--- src/rtl/skvt_pkg.sv ---
`timescale 1ns / 1ps
`default_nettype none

package skvt_pkg;

  localparam int unsigned KEY_W        = 32;
  localparam int unsigned VAL_W        = 32;
  localparam int unsigned CAPACITY_DEF = 32;

  // operation codes
  localparam logic [1:0] OP_PUT = 2'd0;
  localparam logic [1:0] OP_ADD = 2'd1;
  localparam logic [1:0] OP_GET = 2'd2;

  // status codes
  localparam logic [1:0] STATUS_OK        = 2'd0;
  localparam logic [1:0] STATUS_NOT_FOUND = 2'd1;
  localparam logic [1:0] STATUS_FULL      = 2'd2;

  typedef enum logic [1:0] {
    CMD_HOLD,
    CMD_WRITE,
    CMD_INSERT
  } cell_cmd_e;

  typedef enum logic [1:0] {
    STATE_IDLE,
    STATE_SEARCH,
    STATE_APPLY
  } ctrl_state_e;

  // command broadcast to every cell
  typedef struct packed {
    cell_cmd_e               cmd;
    logic signed [KEY_W-1:0] key;
    logic signed [VAL_W-1:0] val;
  } cell_cmd_t;

  // what a cell shows its upper neighbor
  typedef struct packed {
    logic                    occ;
    logic                    lt;
    logic signed [KEY_W-1:0] key;
    logic signed [VAL_W-1:0] val;
  } cell_link_t;

endpackage

`default_nettype wire

--- src/rtl/skvt_cell.sv ---
`timescale 1ns / 1ps
`default_nettype none

module skvt_cell
  import skvt_pkg::*;
(
  input  wire logic             clk_i,
  input  wire logic             rst_ni,
  input  wire cell_cmd_t        cmd_i,
  input  wire cell_link_t       prev_i,
  output cell_link_t            link_o,
  output logic                  hit_o,
  output logic [VAL_W-1:0]      hit_val_o
);

  logic                    occ_q, occ_d;
  logic signed [KEY_W-1:0] key_q, key_d;
  logic signed [VAL_W-1:0] val_q, val_d;
  logic                    lt, eq;

  assign lt = occ_q && (key_q < cmd_i.key);
  assign eq = occ_q && (key_q == cmd_i.key);

  always_comb begin
    occ_d = occ_q;
    key_d = key_q;
    val_d = val_q;
    case (cmd_i.cmd)
      CMD_WRITE: begin
        if (eq) begin
          val_d = cmd_i.val;
        end
      end
      CMD_INSERT: begin
        // cells at or above the sorted place move up by one
        if (!lt) begin
          if (prev_i.lt) begin
            occ_d = 1'b1;
            key_d = cmd_i.key;
            val_d = cmd_i.val;
          end else begin
            occ_d = prev_i.occ;
            key_d = prev_i.key;
            val_d = prev_i.val;
          end
        end
      end
      default: begin
      end
    endcase
  end

  always_ff @(posedge clk_i or negedge rst_ni) begin
    if (!rst_ni) begin
      occ_q <= 1'b0;
    end else begin
      occ_q <= occ_d;
    end
  end

  always_ff @(posedge clk_i) begin
    key_q <= key_d;
    val_q <= val_d;
  end

  assign link_o    = '{occ: occ_q, lt: lt, key: key_q, val: val_q};
  assign hit_o     = eq;
  assign hit_val_o = eq ? val_q : '0;

endmodule

`default_nettype wire

--- config.mk ---
export PLATFORM = sky130hd
export DESIGN_NAME = skvt_cell
export DESIGN_NICKNAME = d
export VERILOG_FILES = /design/src/rtl/skvt_pkg.sv /design/src/rtl/skvt_cell.sv
export SDC_FILE = /design/constraint.sdc
export NUM_CORES = 1
export LEC_CHECK = 0
export BUFFER_PORTS_ARGS = -buffer_cell sky130_fd_sc_hd__buf_2
export CAP_MARGIN = 20
export CORE_ASPECT_RATIO = 1.5
export CORE_UTILIZATION = 40
export DETAILED_ROUTE_END_ITERATION = 6
export PLACE_DENSITY_LB_ADDON = 0.15
export SETUP_SLACK_MARGIN = 0.1
export SLEW_MARGIN = 10
export SYNTH_ARGS = -nofsm -noshare
export SYNTH_HDL_FRONTEND = slang
export SYNTH_SLANG_ARGS = --single-unit
--- constraint.sdc ---
create_clock -name clk_i -period 4.75 [get_ports clk_i]
set_input_delay 0.2375 -clock clk_i [delete_from_list [all_inputs] [get_ports clk_i]]
set_output_delay 0.2375 -clock clk_i [all_outputs]
set_load 0.1 [all_outputs]
After elaboration in Yosys (flattened, before gate mapping)
Cells that the tools add are included.

Bits of input ports: 134. Word-level logic and storage cells: 22. Register bits: 65.

Bitwise operators: 1. Reductions and logical operators: 5. Magnitude comparators: 1. Muxes and demuxes: 7. Eq/ne operators: 5.

Operators by type and width (count): two-way mux 32 bit (5); case mux 32 bit (2 select lines) (1); == test 32 bit (1); less-than comparator 32 bit (1); != test 2 bit, second input constant (2); AND reduction 3 bit (1); == test 2 x 1 -> 1 bit, second input constant (1); == test 2 bit, second input constant (1); logical AND 1 bit (2); AND reduction 2 bit (1); nonzero test 2 bit (1); two-way mux 1 bit (1); inverter 1 bit (1).

Logic depth before layout (Yosys ltp)
Gate-level depths: netlist (run 1).

Depth after elaboration: 4. Mapped depth: 9. Depth with buffers taken out: 8.

Worst setup path before layout (run 1)
Ideal clock, no wire load.

Path kind: reg-to-reg. From: register key_q[25]. To: register val_q[0] (enable). Arrival time: 4.610 ns. Data required time: 4.280 ns. Buffers on the path: 0. Path slack: -0.330 ns. Stages on the path, launching flop included: 8. Cells stage by stage: edfxtp_1 -> ha_1 -> nand4_1 -> nor3_1 -> a221oi_2 -> o211ai_1 -> and3b_1 -> o31ai_1.

Word-level cells in the longest chain between the ends: 4.

Ends and longest elaborated chain: start: declaration (RTL line skvt_cell.sv:17) `logic signed [KEY_W-1:0] key_q, key_d;`; start signal: assignment (RTL line skvt_cell.sv:62) `key_q <= key_d;`; less-than comparator 32 bit or == test 32 bit (tied branches) (RTL line skvt_cell.sv:21, skvt_cell.sv:22); logical AND 1 bit, on equally long branches (RTL line skvt_cell.sv:21, skvt_cell.sv:22); != test 2 bit (no line); AND reduction 3 bit (no line) *; end signal: assignment (RTL line skvt_cell.sv:63) `val_q <= val_d;`; end: declaration (RTL line skvt_cell.sv:18) `logic signed [VAL_W-1:0] val_q, val_d;`.

Mark *: on every way between the ends. The rest lies on a longest branch, timed or not. A chain may end at the register's enable or synchronous reset.

Final worst setup path (run 1)
From: register key_q[31]. To: output hit_val_o[14].

Word-level cells in the longest chain between the ends: 3.

Ends and longest elaborated chain: == test 32 bit (RTL line skvt_cell.sv:22) `assign eq = occ_q && (key_q == cmd_i.key);`; logical AND 1 bit (RTL line skvt_cell.sv:22); two-way mux 32 bit (RTL line skvt_cell.sv:68) `assign hit_val_o = eq ? val_q : '0;`; end: declaration (RTL line skvt_cell.sv:13) `output logic [VAL_W-1:0] hit_val_o`.

Every way passes these cells.

==> flow_metrics.py, run 1 <==
metrics = {
    "timing": {
        "tns_ns": 0,
        "max_freq_mhz": 294,
        "grt_setup_unrepaired": "no",
        "setup_viol": 0,
        "slew_headroom_pct": 38.6,
        "finalHoldViolCount": 0,
        "fin_crit_sh_pct": 71.5,
        "max_slew.worst_pin.slew_ns": 0.920,
        "fin_crit_ns": 3.40,
        "skew_ns": 0.00656,
        "drv_slew": 0,
    },
    "final_layout": {
        "drive_above_1_share_pct": 57.9,
        "final_cell_mix": "buf_2, edfxtp_1, mux2_2",
        "final_cells": 654,
        "syn_to_final_growth_pct": 41.7,
        "antenna_cells": 0,
        "final_common_cell": "buf_2",
        "layout.nets": 703,
    },
    "synthesis": {
        "syn_area_per_cell_um2": 12.8,
        "syn_inst": 301,
        "synth-seq-cells": 65,
        "ys_warn_count": 0,
        "ys_types": 34,
        "syn_nets": 467,
        "syn_area_um2": 3840,
        "ys_seq_area_share_pct": 50.7,
    },
    "power_and_ir_drop": {
        "clkPwrFrac_pct": 33.9,
        "powerDensity_nw_per_um2": 344,
        "power.internal_w": 0.00122,
        "p_comb_share_pct": 28.5,
        "power.switching_w": 0.000648,
        "leakage_nw": 2.64,
        "irDropWorstVdd_mv": 0.225,
        "p_seq_share_pct": 37.6,
        "switching_share_pct": 34.6,
    },
    "cts": {
        "htreeDepth": 3,
        "cts_tree": "done",
        "cts-root-buf": "clkbuf_16",
        "path_clk_slew_ns": 0.05,
        "numCtsBuffers": 9,
        "post_cts_resized": 0,
        "clockBufferDepth": 2,
        "clk_latency_ns": 0.33,
        "cts.sinks": 65,
    },
    "floorplanning": {
        "die_x_um": 82.0,
        "coreArea_um2": 9310,
        "die_h_um": 122,
        "start_util_pct": 41.3,
        "row_count": 43,
        "die-area_um2": 10000,
        "ios": 233,
    },
    "critical_path": {
        "cp_slowest_cell": "and4_1",
        "cp-start-kind": "flip-flop",
        "crit_arrival_ns": 3.16,
        "cp_data_required_time_ns": 4.51,
        "critPathTopFamily": "simple AND/OR/NAND/NOR gates",
        "crit_type": "flip-flop to output port",
        "cp_max_fo": 34,
        "path_depth": 6,
        "cp-end-kind": "output port",
        "r2r_cells": 7,
        "cpPeakStageDelay_ns": 0.85,
        "path_cells": "ha_1, nand4_2, nor4_4, and4_1, and2_1, buf_2",
        "path_buf_inv": 1,
    },
    "drt": {
        "wirelength_um": 9990,
        "viasPerCell": 4.88,
        "drt_first_pass_iters": 4,
        "wl_per_cell_um": 15.3,
        "drt_first_iter_violations": 90,
        "drc": 0,
        "drtAntennaViolNets": 0,
        "vias": 3193,
    },
    "placement": {
        "io_buffers": 232,
        "dp.cells": 636,
        "place_hpwl_um": 8000,
        "gp_congestion": 0.845,
    },
    "worst_hold_path": {
        "worstHoldPathCells": 2,
        "hold_path.class": "primary input to flip-flop",
    },
    "grt": {
        "grt_start_max_net_pins": 35,
        "antenna_found_initial": 0,
        "grt_pass1_vias": 3195,
        "gr-total-overflow": 0,
        "track_usage_pct": 20.4,
        "grt_pass1_wl_um": 14800,
    },
    "job": {
        "cap_violations": 0,
    },
    "status": {
        "outcome": "finished, final reports clean",
    },
}
==> Yosys cell counts (all sizes together) <==
library cell	number	share of area, %
a211oi	2	0.52
a21oi	13	1.7
a221oi	2	0.62
and2	32	5.2
and3b	1	0.23
and4	2	0.46
buf	8	1.2
clkbuf	4	0.39
dfrtp	1	0.65
edfxtp	64	50
ha	32	10
inv	34	3.3
mux2	64	19
nand2	11	1.1
nand2b	1	0.16
nand3	3	0.39
nand3b	1	0.20
nand4	7	1.5
nor2	4	0.39
nor3	3	0.39
nor4	1	0.55
o211ai	1	0.20
o21a	1	0.20
o21ai	4	0.52
o221ai	1	0.23
o31ai	1	0.20
or2	1	0.16
or3	2	0.33
==> flip-flops by register name, indices dropped and copies added (netlist names) <==
signal / flops
val_q: 32
key_q: 32
occ_q: 1
==> stage by stage <==
stage          hold slack, ns  util [%]  instance area, um^2  setup WS, ns  power, W
6_report                0.200      58.5                 5440          1.35   0.00187
5_1_grt                 0.180      58.5                 5440          1.10   0.00195
4_1_cts                 0.186      58.3                 5430          1.27   0.00189
3_5_place_dp           0.0134      55.1                 5130          1.46   0.00125
3_3_place_gp           0.0133      55.1                 5130          1.60   0.00124
2_1_floorplan         -0.0581         -                 3850         0.651   0.00112
==> power groups by stage <==
stage	clock network, W	registers, W	logic [W]
CTS	0.000653	0.000704	0.000536
global placement	0	0.000713	0.000529
detailed placement	0	0.000714	0.000534
floorplan	0	0.000955	0.000162
finish	0.000635	0.000704	0.000533
global route	0.000677	0.000708	0.000564
==> kinds of logic after synthesis <==
kind of cell               share of synthesized area (%)
and+or+nand+nor                                     11.0
DFF                                                 50.7
muxes                                               18.8
buffers and inverters                               4.95
adders and majority gates                           10.4
AOI/OAI and AO/OA                                   4.17
==> worst paths after layout <==
kind	startpoint	slack, ns	endpoint
max reg2reg	key_q[31]$_DFFE_PP_	1.47	val_q[17]$_DFFE_PP_
max in group asynchronous	rst_ni	4.43	occ_q$_DFFE_PN0P_
max	key_q[31]$_DFFE_PP_	1.35	hit_val_o[14]
min reg2reg	occ_q$_DFFE_PN0P_	0.67	occ_q$_DFFE_PN0P_
min	cmd_i[2]	0.20	val_q[2]$_DFFE_PP_
min in group asynchronous	rst_ni	0.24	occ_q$_DFFE_PN0P_
==> per-layer routing <==
layer,share of wire (%),GRT usage (%)
met5,0,0
met1,36,20.7
met2,54,37.4
met4,2.4,8.44
met3,7.0,5.92
==> repair_timing <==
| item | CTS | global route |
|---|---|---|
| hold buffers | 1 | 0 |
| setup endpoints to repair | 0 | 0 |
| hold endpoints to repair | 1 | 0 |
| buffers inserted | 0 | 0 |
==> layout make-up <==
cell class	count	area (um^2)
fillers	824	3860
flip-flops and latches	65	1950
multi-input cells	190	1730
repair buffers	237	1210
clock buffers	10	229
well taps	112	140
inverters	34	128
clock inverters	6	58.8
(Power assumes the default switching activity.)
==> run 2, diff against run 1 <==
Settings changed: ABC_AREA set to 1.
Clock period 4.75 ns to 2.9 ns, I/O delays scaled along.
==> flow_metrics.py, run 2 <==
metrics = {
    "power_and_ir_drop": {
        "leakage_nw": 3.12,
        "p_seq_share_pct": 39.5,
        "clkPwrFrac_pct": 32.3,
        "p_comb_share_pct": 28.2,
        "switching_share_pct": 34.0,
        "p_total_w": 0.00286,
        "power.switching_w": 0.000975,
        "power.internal_w": 0.00189,
        "irDropWorstVdd_mv": 0.341,
        "powerDensity_nw_per_um2": 453,
    },
    "synthesis": {
        "post-synth-top-area-fraction_pct": 47.6,
        "synth_most_common_cell": "inv_1",
        "synth_edf_count": 64,
        "syn_inst": 399,
        "synth_top_cell_by_area": "edfxtp_1",
        "yosys-top-cells-count": "inv_1, nor2_1, edfxtp_1, a21oi_1, nand2_1",
        "ys_seq_area_share_pct": 48.3,
        "syn_area_um2": 4030,
        "async_reset_ff_share_pct": 1.54,
        "syn_nets": 565,
        "ys_warn_count": 0,
        "synthFlopType": "edfxtp_1",
        "ys_types": 23,
        "netlist_top_cells_area": "edfxtp_1, mux2_4, ha_1",
        "synth-seq-cells": 65,
        "syn_area_per_cell_um2": 10.1,
    },
    "cts": {
        "htreeDepth": 3,
        "postCtsSetupBuffers": 0,
        "clk_latency_ns": 0.32,
        "path_clk_slew_ns": 0.05,
        "numCtsBuffers": 9,
        "cts_tree": "done",
        "clockBufferDepth": 2,
        "cts.sinks": 65,
        "cts-root-buf": "clkbuf_16",
    },
    "floorplanning": {
        "die_h_um": 125,
        "start_util_pct": 41.4,
        "die_x_um": 84.0,
        "row_count": 44,
        "ios": 233,
        "die-area_um2": 10500,
        "coreArea_um2": 9740,
    },
    "grt": {
        "track_usage_pct": 21.3,
        "grt_pass1_vias": 3657,
        "grt_pass1_wl_um": 17100,
        "grt_start_max_net_pins": 64,
        "antenna_found_initial": 0,
        "gr-total-overflow": 0,
    },
    "drt": {
        "wirelength_um": 10700,
        "viasPerCell": 4.70,
        "drt_first_pass_iters": 6,
        "drt_first_iter_violations": 135,
        "drtAntennaViolNets": 0,
        "wl_per_cell_um": 14.2,
        "vias": 3527,
        "drc": 38,
    },
    "critical_path": {
        "cp_max_fo": 4,
        "crit_arrival_ns": 2.41,
        "cp-start-kind": "flip-flop",
        "cp-end-kind": "output port",
        "crit_type": "flip-flop to output port",
        "cp_data_required_time_ns": 2.76,
    },
    "final_layout": {
        "reg_top3": "key_q (32), val_q (32), occ_q (1)",
        "antenna_cells": 0,
        "drive_above_1_share_pct": 51.4,
        "final_cells": 751,
        "final_cell_mix": "buf_2, inv_1, edfxtp_1",
        "final_common_cell": "buf_2",
        "multiInputGateArea_um2": 1950,
        "layout.nets": 797,
        "syn_to_final_growth_pct": 56.7,
        "regArea_um2": 1950,
        "fill_cells": 808,
    },
    "timing": {
        "grt_setup_unrepaired": "no",
        "setup_viol": 0,
        "skew_ns": 0.00455,
        "fin_crit_sh_pct": 88.0,
        "fin_crit_ns": 2.55,
        "drv_slew": 0,
        "tns_ns": 0,
        "slew_headroom_pct": 58.4,
        "max_slew.worst_pin.slew_ns": 0.623,
        "finalHoldViolCount": 0,
        "max_freq_mhz": 392,
        "worst_slack_ns": 0.348,
    },
    "status": {
        "outcome": "finished, violations left",
        "violations": "design-rule violations",
    },
    "placement": {
        "pre_cts_slack_ns": 0.395,
        "dp.cells": 733,
        "gp_congestion": 0.807,
        "place_hpwl_um": 8700,
        "io_buffers": 232,
    },
    "worst_hold_path": {
        "hold_path.class": "primary input to flip-flop",
    },
    "job": {
        "cap_violations": 0,
    },
}
==> run 2: cell count changes in the layout (fill, tap and decap cells not counted), moves of 8 or more <==
cell | previous run | this run
nand2_1 | 11 | 38
mux2_4 | 0 | 29
nor2_4 | 0 | 31
and2_1 | 32 | 0
mux2_2 | 56 | 4
inv_1 | 34 | 74
nor2_1 | 3 | 42
buf_12 | 0 | 34
mux2_1 | 8 | 0
buf_2 | 232 | 199
a21oi_1 | 13 | 45
==> run 2: metrics by stage <==
| step | hold WS, ns | util, % | instance area, um^2 |
|---|---|---|---|
| 2_1_floorplan | -0.151 | - | 4340 |
| 3_3_place_gp | -0.0789 | 61.9 | 6030 |
| 3_5_place_dp | -0.0774 | 61.9 | 6030 |
| 4_1_cts | 0.109 | 64.6 | 6290 |
| 5_1_grt | 0.114 | 64.9 | 6320 |
| 6_report | 0.119 | 64.9 | 6320 |
==> run 2: path summary, 6_finish.rpt <==
check | start | end | slack [ns] | cells past startpoint
min | prev_i[7] | val_q[7]$_DFFE_PP_ | 0.12 | 2
max in group asynchronous | rst_ni | occ_q$_DFFE_PN0P_ | 2.68 | 2
max reg2reg | key_q[31]$_DFFE_PP_ | key_q[4]$_DFFE_PP_ | 0.42 | 12
min in group asynchronous | rst_ni | occ_q$_DFFE_PN0P_ | 0.14 | 2
min reg2reg | occ_q$_DFFE_PN0P_ | occ_q$_DFFE_PN0P_ | 0.64 | 2
max | key_q[31]$_DFFE_PP_ | link_o[64] | 0.35 | 10
==> run 2: per-layer routing <==
metal	GRT usage, %	up-vias	part of all wire, %
met5	0	-	0
met4	10.1	0	3.3
met3	5.28	21	7.1
met2	41.1	147	54
met1	20.8	1585	36
li1	-	1774	-
==> run 2: power by group through the flow <==
stage	combinational, W	sequential (W)	clock (W)
final	0.000806	0.00113	0.000925
after global routing	0.000861	0.00114	0.000985
after CTS	0.000811	0.00113	0.000945
after detailed placement	0.000806	0.00115	0
after global placement	0.000794	0.00115	0
after floorplan	0.000291	0.00149	0
==> run 2: kinds of logic (layout without fill, tap and decap cells) <==
logic type,count (synthesis),in the layout,synth area share [%]
buffers and inverters,94,331,11.1
AO/OA/AOI/OAI,51,51,6.51
multiplexers,33,33,11.9
flip-flops,65,65,48.3
AND/OR/NAND/NOR,124,124,12.3
adder cells (fa/ha/maj),32,32,9.93
==> run 2: area by class of cell <==
cell class,count,share of cell area [%]
clock buffers,10,3.62
clock inverters,6,0.396
inverters,78,4.75
multi-input cells,240,30.8
flip-flops and latches,65,30.8
well taps,115,2.28
repair buffers,237,27.4
==> run 2: critical path, cell delays in order (launching register included) <==
cell	delay [ns]
edfxtp_1	0.42
ha_4	0.31
nand2_1	0.06
nor2_1	0.14
nand2_1	0.09
nor2_1	0.23
nand2_1	0.11
nand3_1	0.09
nand3_2	0.12
inv_1	0.08
buf_2	0.43
==> run 2: repair_timing <==
item                       4_1_cts  5_1_grt
hold buffers                     1        0
hold endpoints to repair         1        0
resized for setup                0        0
setup endpoints to repair        0        0
==> run 3, diff against run 2 <==
Settings changed: CORE_UTILIZATION 40 to 31.
==> flow_metrics.py, run 3 (synthesis results as in run 2) <==
metrics = {
    "drt": {
        "drc": 0,
        "viasPerCell": 4.37,
        "topRoutingLayerUsed": "met4",
        "wirelength_um": 10600,
        "vias": 3454,
        "drt_first_pass_iters": 4,
        "wl_per_cell_um": 13.4,
        "dr_wl_met3_um": 616,
        "wl_met2_um": 5590,
        "wl_met1_um": 4040,
        "drt_first_iter_violations": 104,
        "drtAntennaViolNets": 0,
    },
    "grt": {
        "grt_pass1_vias": 3574,
        "gr-total-overflow": 0,
        "grt_start_max_net_pins": 64,
        "track_usage_pct": 16.0,
        "antenna_found_initial": 1,
        "grt_pass1_wl_um": 16200,
    },
    "critical_path": {
        "crit_type": "flip-flop to output port",
        "crit_arrival_ns": 2.46,
        "cp-start-kind": "flip-flop",
        "cp_slowest_cell": "edfxtp_1",
        "path_cells": "ha_4, nand2_1, nor2_1, nand2_1, nor2_1, nand2_4, buf_12, clkinvlp_4, clkbuf_4",
        "cp_data_required_time_ns": 2.76,
        "cpPeakStageDelay_ns": 0.42,
        "cp_max_fo": 33,
        "cp-end-kind": "output port",
    },
    "timing": {
        "grt_setup_unrepaired": "yes",
        "max_freq_mhz": 384,
        "fin_crit_ns": 2.61,
        "skew_ns": 0.00567,
        "fin_crit_sh_pct": 89.9,
        "slew_headroom_pct": 25.5,
        "finalHoldViolCount": 0,
        "drv_slew": 0,
        "setup_viol": 0,
        "max_slew.worst_pin.slew_ns": 1.12,
        "hold_slack_ns": 0.0999,
    },
    "final_layout": {
        "reg_top3": "key_q (32), val_q (32), occ_q (1)",
        "drive_above_1_share_pct": 51.4,
        "final_common_cell": "buf_2",
        "fin_area_um2": 5990,
        "final_cells": 791,
        "utilization_pct": 47.7,
        "syn_to_final_growth_pct": 48.6,
        "final_cell_mix": "buf_2, inv_1, edfxtp_1",
        "layout.nets": 796,
    },
    "cts": {
        "path_clk_slew_ns": 0.05,
        "cts_tree": "done",
        "postCtsSetupBuffers": 0,
        "cts-root-buf": "clkbuf_16",
        "clockBufferDepth": 2,
        "cts.sinks": 65,
        "clk_latency_ns": 0.33,
        "htreeDepth": 3,
        "numCtsBuffers": 9,
    },
    "placement": {
        "postPlaceCellArea_um2": 5600,
        "io_buffers": 232,
        "gp_congestion": 0.786,
        "dp.cells": 774,
        "place_hpwl_um": 8390,
    },
    "worst_hold_path": {
        "hold_path.class": "primary input to flip-flop",
    },
    "floorplanning": {
        "coreArea_um2": 12600,
        "start_util_pct": 32.1,
        "die_x_um": 95.1,
        "die-area_um2": 13500,
        "ios": 233,
        "row_count": 50,
        "die_h_um": 142,
    },
    "power_and_ir_drop": {
        "powerDensity_nw_per_um2": 508,
        "irDropWorstVdd_mv": 0.358,
        "p_total_w": 0.00305,
        "leakage_nw": 3.02,
    },
    "status": {
        "outcome": "finished, final reports clean",
    },
    "job": {
        "cap_violations": 0,
    },
}
-- run 3: report_power, final --
group / switching [W] / leakage, nW / internal, W
sequential: 0.0000286 / 0.597 / 0.00111
combinational: 0.000580 / 2.28 / 0.000222
clock: 0.000373 / 0.145 / 0.000738
-- run 3: path summary, 6_finish.rpt --
kind	start	end	slack (ns)	cells after the start
max	key_q[31]$_DFFE_PP_	hit_o	0.29	9
min	prev_i[65]	occ_q$_DFFE_PN0P_	0.1	3
max reg2reg	key_q[31]$_DFFE_PP_	val_q[31]$_DFFE_PP_	0.46	10
min reg2reg	occ_q$_DFFE_PN0P_	occ_q$_DFFE_PN0P_	0.67	2
max in group asynchronous	rst_ni	occ_q$_DFFE_PN0P_	2.70	2
min in group asynchronous	rst_ni	occ_q$_DFFE_PN0P_	0.12	2
-- run 3: metal layers --
metal / GRT usage, % / vias up
met4: 8.45 / 0
li1: - / 1768
met1: 16.6 / 1533
met2: 28.8 / 133
met3: 4.02 / 20
met5: 0 / -
-- run 3: cell type report --
cell class	count	area, um^2
fill	1239	6580
sequential	65	1950
multi-input combinational	240	1950
timing repair buffer	236	1300
inverter	78	300
clock buffer	10	229
tap	156	195
clock inverter	5	71.3
antenna	1	2.50
-- run 3: worst max-delay path, delay by kind of cell, from the launching register on --
| family | cells | cell delay, ns |
|---|---|---|
| buf+inv | 3 | 0.69 |
| flops | 1 | 0.42 |
| simple gates | 5 | 0.67 |
| fa+ha+maj | 1 | 0.31 |
-- run 3: timing repair --
item,in CTS,in global routing
gates resized for setup,0,34
setup endpoints to repair,0,34
endpoints found under the hold margin,1,0
hold buffers,1,0
-- run 3: metrics by stage --
step,worst slack (ns),setup TNS [ns]
2_1_floorplan,-0.00461,-0.148
3_3_place_gp,0.435,0
3_5_place_dp,0.422,0
4_1_cts,0.130,0
5_1_grt,0.0862,0
6_report,0.293,0
